[src/rtl/core/pvgis_pkg.sv]
// Package for the PID step with variable proportional gain and integral separation.
// Holds widths, ramp constants, register indexes and the configuration struct.
// No dependencies.
package pvgis_pkg;

  localparam int GAIN_FRAC_BITS = 8;

  localparam int IN_W    = 16;
  localparam int ERR_W   = IN_W + 1;
  localparam int PREV_W  = 18;
  localparam int ISUM_W  = 24;
  localparam int GAIN_W  = 16;
  localparam int ILIM_W  = 23;
  localparam int DLIM_W  = 15;
  localparam int OUT_W   = 16;
  localparam int ACC_W   = 34;
  localparam int CFG_W   = 23;
  localparam int IDX_W   = 3;

  localparam int MUL_A_W = 32;
  localparam int MUL_B_W = 16;
  localparam int MUL_P_W = MUL_A_W + MUL_B_W;

  localparam int RAMP_SPAN = 300;
  localparam int RAMP_BASE = 700;
  localparam int SUM_SAT   = 30000;

  // x / 1000 / 2^F is done as (x >> (F + 3)) / 125
  localparam int RC_SHIFT  = GAIN_FRAC_BITS + 3;
  localparam int DIV_CONST = 125;
  localparam int RECIP_SH  = 22;
  localparam int RECIP     = (1 << RECIP_SH) / DIV_CONST;

  localparam logic [IDX_W-1:0] REG_KP     = 3'd0;
  localparam logic [IDX_W-1:0] REG_KI     = 3'd1;
  localparam logic [IDX_W-1:0] REG_KD     = 3'd2;
  localparam logic [IDX_W-1:0] REG_ISTART = 3'd3;
  localparam logic [IDX_W-1:0] REG_ILIMIT = 3'd4;
  localparam logic [IDX_W-1:0] REG_DLIMIT = 3'd5;

  typedef struct packed {
    logic [GAIN_W-1:0] kp_gain;
    logic [GAIN_W-1:0] ki_gain;
    logic [GAIN_W-1:0] kd_gain;
    logic [GAIN_W-1:0] integral_start;
    logic [ILIM_W-1:0] integral_limit;
    logic [DLIM_W-1:0] drive_limit;
  } cfg_t;

endpackage

[src/rtl/core/pvgis_cfg.sv]
// Configuration register file for the PID step.
// Depends on pvgis_pkg for the register indexes and cfg_t.
module pvgis_cfg import pvgis_pkg::*; (
  input  logic             clk,
  input  logic             rst,
  input  logic             cfg_we,
  input  logic [IDX_W-1:0] cfg_index,
  input  logic [CFG_W-1:0] cfg_data,
  output cfg_t             cfg
);

  always_ff @(posedge clk) begin
    if (rst) begin
      cfg.kp_gain        <= '0;
      cfg.ki_gain        <= '0;
      cfg.kd_gain        <= '0;
      cfg.integral_start <= '0;
      cfg.integral_limit <= '0;
      cfg.drive_limit    <= DLIM_W'(SUM_SAT);
    end else if (cfg_we) begin
      unique case (cfg_index)
        REG_KP:     cfg.kp_gain        <= cfg_data[GAIN_W-1:0];
        REG_KI:     cfg.ki_gain        <= cfg_data[GAIN_W-1:0];
        REG_KD:     cfg.kd_gain        <= cfg_data[GAIN_W-1:0];
        REG_ISTART: cfg.integral_start <= cfg_data[GAIN_W-1:0];
        REG_ILIMIT: cfg.integral_limit <= cfg_data[ILIM_W-1:0];
        REG_DLIMIT: cfg.drive_limit    <= cfg_data[DLIM_W-1:0];
        default: ;
      endcase
    end
  end

endmodule

[src/rtl/core/pvgis_mul.sv]
// Shared unsigned multiplier with a registered product.
// Depends on pvgis_pkg for operand widths.
module pvgis_mul import pvgis_pkg::*; (
  input  logic               clk,
  input  logic [MUL_A_W-1:0] a,
  input  logic [MUL_B_W-1:0] b,
  output logic [MUL_P_W-1:0] prod
);

  always_ff @(posedge clk) begin
    prod <= MUL_P_W'(a) * MUL_P_W'(b);
  end

endmodule

[src/rtl/core/pid_variable_gain_integral_separation.sv]
// Top level of the PID step: sequencer, state and datapath around one shared multiplier.
// Depends on pvgis_pkg, pvgis_cfg and pvgis_mul.
//
//  channel  | direction | handshake         | payload
//  ---------+-----------+-------------------+----------------------------------
//  s        | in        | s_tvalid/s_tready | s_tdata: setpoint, measured
//  m        | out       | m_tvalid/m_tready | m_tdata: drive
//  cfg      | in        | cfg_we            | cfg_index, cfg_data
//
// Items run their multiplies one after another through the single multiplier; the
// ramp branch, taken when |error| < 300, adds three states: reciprocal multiply,
// multiply back by 125 and the remainder check of the divide by 125. A new beat is
// taken while a result still waits on m; a stalled result holds the sequencer in its
// last state.
// Reset clears the sequencer, the stored error and the integral sum.
module pid_variable_gain_integral_separation import pvgis_pkg::*; (
  input  logic             clk,
  input  logic             rst,
  input  logic             s_tvalid,
  output logic             s_tready,
  input  logic [31:0]      s_tdata,   // [15:0] setpoint, [31:16] measured
  output logic             m_tvalid,
  input  logic             m_tready,
  output logic [15:0]      m_tdata,   // [15:0] drive
  input  logic             cfg_we,
  input  logic [IDX_W-1:0] cfg_index,
  input  logic [CFG_W-1:0] cfg_data
);

  typedef enum logic [10:0] {
    S_IDLE = 11'b00000000001,
    S_ERR  = 11'b00000000010,
    S_KP   = 11'b00000000100,
    S_SC   = 11'b00000001000,
    S_RC   = 11'b00000010000,
    S_QD   = 11'b00000100000,
    S_CR   = 11'b00001000000,
    S_KI   = 11'b00010000000,
    S_KD   = 11'b00100000000,
    S_DT   = 11'b01000000000,
    S_OUT  = 11'b10000000000
  } state_t;

  cfg_t cfg;
  state_t state;

  logic [MUL_A_W-1:0] mul_a;
  logic [MUL_B_W-1:0] mul_b;
  logic [MUL_P_W-1:0] prod;

  logic signed [IN_W-1:0]   sp_r, ms_r;
  logic [IN_W-1:0]          mag_r;
  logic                     err_neg;
  logic                     small_r;
  logic                     diff_neg;
  logic [ERR_W-1:0]         diff_mag;
  logic signed [PREV_W-1:0] prev_err;
  logic signed [ISUM_W-1:0] isum;
  logic [23:0]              p_mag;
  logic [23:0]              y_r;
  logic [17:0]              q_r;
  logic signed [ACC_W-1:0]  acc;
  logic signed [ACC_W-1:0]  total;

  // error stage
  logic signed [ERR_W-1:0]    err;
  logic signed [ERR_W-1:0]    err_abs;
  logic signed [PREV_W-1:0]   diff;
  logic signed [PREV_W-1:0]   diff_abs;
  logic signed [ISUM_W:0]     isum_add;
  logic signed [ISUM_W:0]     ilim;
  logic signed [ISUM_W-1:0]   isum_next;
  logic [ISUM_W-1:0]          isum_abs;

  // datapath helpers
  logic [9:0]               scale;
  logic [24:0]              rem;
  logic [17:0]              q_fix;
  logic [31:0]              i_mag;
  logic [24:0]              d_mag;
  logic signed [ACC_W-1:0]  p_s, i_s, d_s;
  logic [DLIM_W-1:0]        eff_lim;
  logic signed [ACC_W-1:0]  olim;
  logic [OUT_W-1:0]         drive;
  logic                     out_free;

  pvgis_cfg u_cfg (
    .clk       (clk),
    .rst       (rst),
    .cfg_we    (cfg_we),
    .cfg_index (cfg_index),
    .cfg_data  (cfg_data),
    .cfg       (cfg)
  );

  pvgis_mul u_mul (
    .clk  (clk),
    .a    (mul_a),
    .b    (mul_b),
    .prod (prod)
  );

  assign s_tready = (state == S_IDLE);
  assign out_free = !m_tvalid || m_tready;

  always_comb begin
    err      = ERR_W'(sp_r) - ERR_W'(ms_r);
    err_abs  = err[ERR_W-1] ? -err : err;
    diff     = PREV_W'(err) - prev_err;
    diff_abs = diff[PREV_W-1] ? -diff : diff;
    if ({1'b0, err_abs[IN_W-1:0]} < {1'b0, cfg.integral_start}) begin
      isum_add = (ISUM_W+1)'(isum) + (ISUM_W+1)'(err);
    end else begin
      isum_add = (ISUM_W+1)'(isum);
    end
    ilim = $signed({2'b00, cfg.integral_limit});
    priority if (isum_add > ilim) begin
      isum_next = ilim[ISUM_W-1:0];
    end else if (isum_add < -ilim) begin
      isum_next = ISUM_W'(-ilim);
    end else begin
      isum_next = isum_add[ISUM_W-1:0];
    end
    isum_abs = isum[ISUM_W-1] ? ISUM_W'(-isum) : ISUM_W'(isum);
  end

  always_comb begin
    scale = 10'(RAMP_BASE) + mag_r[9:0];
    rem   = {1'b0, y_r} - prod[24:0];
    q_fix = (rem >= 25'(DIV_CONST)) ? q_r + 18'd1 : q_r;
    i_mag = prod[GAIN_FRAC_BITS +: 32];
    d_mag = prod[GAIN_FRAC_BITS +: 25];
    p_s   = $signed({{(ACC_W-24){1'b0}}, p_mag});
    i_s   = $signed({{(ACC_W-32){1'b0}}, i_mag});
    d_s   = $signed({{(ACC_W-25){1'b0}}, d_mag});
    eff_lim = (cfg.drive_limit > DLIM_W'(SUM_SAT)) ? DLIM_W'(SUM_SAT) : cfg.drive_limit;
    olim    = $signed({{(ACC_W-DLIM_W){1'b0}}, eff_lim});
    priority if (total > olim) begin
      drive = OUT_W'(olim);
    end else if (total < -olim) begin
      drive = OUT_W'(-olim);
    end else begin
      drive = total[OUT_W-1:0];
    end
  end

  always_comb begin
    mul_a = '0;
    mul_b = '0;
    unique case (state)
      S_KP: begin
        mul_a = MUL_A_W'(mag_r);
        mul_b = cfg.kp_gain;
      end
      S_SC: begin
        mul_a = prod[MUL_A_W-1:0];
        mul_b = MUL_B_W'(scale);
      end
      S_RC: begin
        mul_a = MUL_A_W'(prod[RC_SHIFT +: 24]);
        mul_b = MUL_B_W'(RECIP);
      end
      S_QD: begin
        mul_a = MUL_A_W'(prod[RECIP_SH +: 18]);
        mul_b = MUL_B_W'(DIV_CONST);
      end
      S_KI: begin
        mul_a = MUL_A_W'(isum_abs);
        mul_b = cfg.ki_gain;
      end
      S_KD: begin
        mul_a = MUL_A_W'(diff_mag);
        mul_b = cfg.kd_gain;
      end
      S_IDLE, S_ERR, S_CR, S_DT, S_OUT: ;
      default: ;
    endcase
  end

  always_ff @(posedge clk) begin
    if (rst) begin
      state    <= S_IDLE;
      m_tvalid <= 1'b0;
      prev_err <= '0;
      isum     <= '0;
    end else begin
      if (m_tvalid && m_tready && (state != S_OUT)) begin
        m_tvalid <= 1'b0;
      end
      unique case (state)
        S_IDLE: begin
          if (s_tvalid) begin
            sp_r  <= s_tdata[15:0];
            ms_r  <= s_tdata[31:16];
            state <= S_ERR;
          end
        end
        S_ERR: begin
          mag_r    <= err_abs[IN_W-1:0];
          err_neg  <= err[ERR_W-1];
          small_r  <= (err_abs < ERR_W'(RAMP_SPAN));
          diff_neg <= diff[PREV_W-1];
          diff_mag <= diff_abs[ERR_W-1:0];
          prev_err <= PREV_W'(err);
          isum     <= isum_next;
          state    <= S_KP;
        end
        S_KP: state <= S_SC;
        S_SC: begin
          if (small_r) begin
            state <= S_RC;
          end else begin
            p_mag <= prod[GAIN_FRAC_BITS +: 24];
            state <= S_KI;
          end
        end
        S_RC: begin
          y_r   <= prod[RC_SHIFT +: 24];
          state <= S_QD;
        end
        S_QD: begin
          q_r   <= prod[RECIP_SH +: 18];
          state <= S_CR;
        end
        S_CR: begin
          p_mag <= 24'(q_fix);
          state <= S_KI;
        end
        S_KI: state <= S_KD;
        S_KD: begin
          acc   <= (err_neg ? -p_s : p_s) + (isum[ISUM_W-1] ? -i_s : i_s);
          state <= S_DT;
        end
        S_DT: begin
          total <= acc + (diff_neg ? -d_s : d_s);
          state <= S_OUT;
        end
        S_OUT: begin
          if (out_free) begin
            m_tvalid <= 1'b1;
            m_tdata  <= drive;
            state    <= S_IDLE;
          end
        end
        default: state <= S_IDLE;
      endcase
    end
  end

endmodule
[config.mk]
export PLATFORM = sky130hd
export DESIGN_NAME = pid_variable_gain_integral_separation
export DESIGN_NICKNAME = d
export VERILOG_FILES = /design/src/rtl/core/pvgis_pkg.sv /design/src/rtl/core/pvgis_cfg.sv /design/src/rtl/core/pvgis_mul.sv /design/src/rtl/core/pid_variable_gain_integral_separation.sv
export SDC_FILE = /design/constraint.sdc
export NUM_CORES = 2
export LEC_CHECK = 0
export ABC_AREA = 1
export BUFFER_PORTS_ARGS = -buffer_cell sky130_fd_sc_hd__buf_2
export CORE_MARGIN = 1.5
export CORE_UTILIZATION = 60
export DETAILED_ROUTE_END_ITERATION = 16
export PLACE_DENSITY = 0.75
export RECOVER_POWER = 100
export SLEW_MARGIN = 30
export SYNTH_ARGS = -nofsm -noshare
export SYNTH_HDL_FRONTEND = slang
export SYNTH_SLANG_ARGS = --single-unit
[constraint.sdc]
create_clock -name clk -period 9.27 [get_ports clk]
set_clock_uncertainty 0.2 [all_clocks]
set_input_delay 0.927 -clock clk [delete_from_list [all_inputs] [get_ports clk]]
set_output_delay 0.927 -clock clk [all_outputs]
set_load 0.01 [all_outputs]
==> results.sh <==
export IMPL_reg2regPathDepth=34
export IMPL_switchingPower_mw=2.25
export IMPL_power_density_mw_per_mm2=124
export IMPL_insertion_delay_ps=620
export IMPL_crit_path_end_kind="flop"
export IMPL_crit_slowest_cell="inv_1"
export IMPL_cts_sinks=413
export IMPL_syn_area_mm2=0.0459
export IMPL_die_x_um=280
export IMPL_yosysWarnings=0
export IMPL_fill_cells=6792
export IMPL_area_growth_pct=6.46
export IMPL_crit_fanout=40
export IMPL_p_leak_nw=23.2
export IMPL_grt_pass1_vias=39885
export IMPL_numCtsBuffers=46
export IMPL_synthFlopType="edfxtp_1"
export IMPL_period_needed_ps=8720
export IMPL_clk_pin_slew_ps=70
export IMPL_place_ws_ps=889
export IMPL_reg2reg_from="state[4]"
export IMPL_cts_root_buf="clkbuf_16"
export IMPL_dpl_cell_area_mm2=0.0475
export IMPL_die_area_mm2=0.0782
export IMPL_rsz0062_at_grt="no"
export IMPL_async_flop_share_pct=0
export IMPL_cts_hold_buf=0
export IMPL_grt_overflow_total=0
export IMPL_setup_ws_ps=546
export IMPL_core_area_mm2=0.0758
export IMPL_synth_seq_cells=413
export IMPL_cp_data_required_time_ps=9590
export IMPL_ant_nets=0
export IMPL_pwr_share_clk_pct=32.8
export IMPL_cpPeakStageDelay_ps=660
export IMPL_dp_hpwl_um=117000
export IMPL_min_path_type="flop to flop"
export IMPL_initial_core_util_pct=60.6
export IMPL_total_power_mw=6.07
export IMPL_drt_iter0_markers=4777
export IMPL_final_cells=7227
export IMPL_drv_cap=6
export IMPL_stdcell_area_mm2=0.0489
export IMPL_placementRows=101
export IMPL_intPower_mw=3.82
export IMPL_avgRoutedWirePerCell_um=20.3
export IMPL_seqPwrFrac_pct=33.9
export IMPL_vias=42301
export IMPL_status="finished with violations"
export IMPL_hold_viol_final=0
export IMPL_drive_gt1_share_pct=4.50
export IMPL_post_route_drc_count=0
export IMPL_firstDrtPassIters=6
export IMPL_criticalPathCategory="flop to flop"
export IMPL_grt_pass1_wl_um=226000
export IMPL_seq_area_frac_synth_pct=22.8
export IMPL_syn_inst=6166
export IMPL_post_cts_buffers=0
export IMPL_cp_arrival_ps=9040
export IMPL_io_buffers=80
export IMPL_h_tree_depth=2
export IMPL_grtUsageTotal_pct=37.4
export IMPL_min_to="u_cfg.cfg[62]"
export IMPL_grt_start_max_net_pins=70
export IMPL_viasPerCell=5.85
export IMPL_p_sw_share_pct=37.0
export IMPL_reg2reg_slack_ps=550
export IMPL_timing_final_crit_share_pct=94.1
export IMPL_ir_drop_uv=152
export IMPL_multi_input_area_mm2=0.0305
export IMPL_worstHoldStart="u_cfg.cfg[62]"
export IMPL_drt_wl_total_um=147000
export IMPL_pin_count=81
export IMPL_cts_tree="built"
export IMPL_synthDistinctLibCells=72
export IMPL_drv_slew=254
export IMPL_cp_start_kind="flop"
export IMPL_final_util_pct=64.5
export IMPL_dp_cells=7139
export IMPL_maxSlewHeadroom_pct=-70.8
export IMPL_p_comb_share_pct=33.3
export IMPL_fmax_ghz=0.115
export IMPL_antenna_found_initial=2
export IMPL_cts_buffer_depth=3
export IMPL_worst_pin_slew_ps=2560
export IMPL_setup_viol=0
export IMPL_chipHeight_um=280
export IMPL_avgSynthCellArea_um2=7.45
export IMPL_reg2reg_to="u_mul.prod[35]"
export IMPL_crit_path_frequent_cell="nand2_1"
export IMPL_synth_edf_count=218
export IMPL_nets=7023
export IMPL_seq_area_mm2=0.0105
export IMPL_fin_setup_tns_ps=0
export IMPL_violations="capacitance limit, slew limit"
export IMPL_cts_resized=0
export IMPL_routabilityCongestion=1.06
export IMPL_holdWs_ps=258
export IMPL_hold_depth=2
==> registers in the layout, summed over array words and instances (netlist names) <==
name	count
isum	24
diff_mag	17
acc	34
mag_r	16
u_cfg.cfg	102
m_tdata	16
total	34
u_mul.prod	40
ms_r	16
state	11
small_r	1
err_neg	1
p_mag	24
y_r	24
sp_r	16
m_tvalid	1
prev_err	17
q_r	18
diff_neg	1
==> kinds of logic (layout without fill, tap and decap cells) <==
| group | Yosys count | count (layout) | share of synthesized area (%) |
|---|---|---|---|
| and+or+nand+nor | 2532 | 2532 | 23.3 |
| buffers and inverters | 1281 | 1349 | 10.8 |
| AOI/OAI and AO/OA | 926 | 926 | 11.2 |
| adders and majority gates | 750 | 750 | 26.9 |
| DFF | 413 | 413 | 22.8 |
| xor gates and xnor gates | 262 | 262 | 5.01 |
| other | 2 | 17 | 0.0163 |
==> critical path, delay by kind of cell, from the launching register on <==
family | cells | cell delay [ps]
flops | 1 | 320
xor+xnor | 1 | 170
buf+inv | 9 | 2120
fa+ha+maj | 7 | 3090
simple gates | 12 | 1790
compound gates | 5 | 930
==> cell usage in the layout, fill, tap and decap left out, types with 78 or more instances in the layout <==
cell and count:
edfxtp_1 218, xor2_1 184, ha_1 352, nand3_1 287
nand2_1 1418, inv_1 1082, o21ai_0 360, dfxtp_1 195
fa_1 398, xnor2_1 78, nand4_1 83, a21oi_1 375
nor2_1 544
==> layout make-up <==
cell class | instances | share of cell area [%]
multi-input cells | 4485 | 62.4
flip-flops and latches | 413 | 21.4
inverters | 1104 | 8.47
clock buffers | 61 | 2.75
well taps | 978 | 2.50
repair buffers | 160 | 1.89
clock inverters | 24 | 0.614
diodes | 2 | 0.0102
==> worst max-delay path by stage <==
| stage | start | end | slack [ps] |
|---|---|---|---|
| 2_1_floorplan | isum[1] | u_mul.prod[35] | 2250 |
| 3_3_place_gp | state[4] | u_mul.prod[39] | 980 |
| 3_5_place_dp | state[4] | u_mul.prod[38] | 890 |
| 4_1_cts | state[4] | u_mul.prod[38] | 820 |
| 5_1_grt | ms_r[0] | isum[3] | 160 |
| 6_report | state[4] | u_mul.prod[35] | 550 |
==> cells in the mapped netlist, drive strengths merged, types with 10 or more instances <==
master	count	share of area [%]
nand3	289	3.2
nand2	1428	12
xor2	184	3.5
a21o	18	0.29
nand3b	11	0.18
nor3	78	0.98
o21ai	369	4.1
o21bai	18	0.29
buf	88	1.0
dfxtp	195	8.5
clkinv	13	0.11
nor4	44	0.77
o21a	10	0.16
o211ai	23	0.38
or2	12	0.16
a21oi	379	4.2
clkbuf	89	0.73
a31oi	22	0.33
xnor2	78	1.5
edfxtp	218	14
ha	352	9.6
nand4	84	1.2
fa	398	17
a211oi	19	0.31
inv	1091	8.9
o22ai	23	0.31
nor2	566	4.8
==> metal layers <==
| layer | vias to the layer above | track usage (%) | routed length [um] |
|---|---|---|---|
| met5 | - | 0 | 0 |
| met1 | 19865 | 50.8 | 59000 |
| met3 | 414 | 7.77 | 16500 |
| li1 | 19780 | - | - |
| met2 | 2242 | 58.6 | 64300 |
| met4 | 0 | 14.5 | 7000 |
==> power by group through the flow <==
stage	Combinational, mW	Clock (mW)	Sequential, mW
after global routing	2.26	2.07	2.06
after detailed placement	1.97	0	2.09
final	2.02	1.99	2.06
after CTS	1.98	2.00	2.05
after floorplan	1.47	0	2.07
after global placement	1.93	0	2.09
Power figures use the tool's default switching activity.
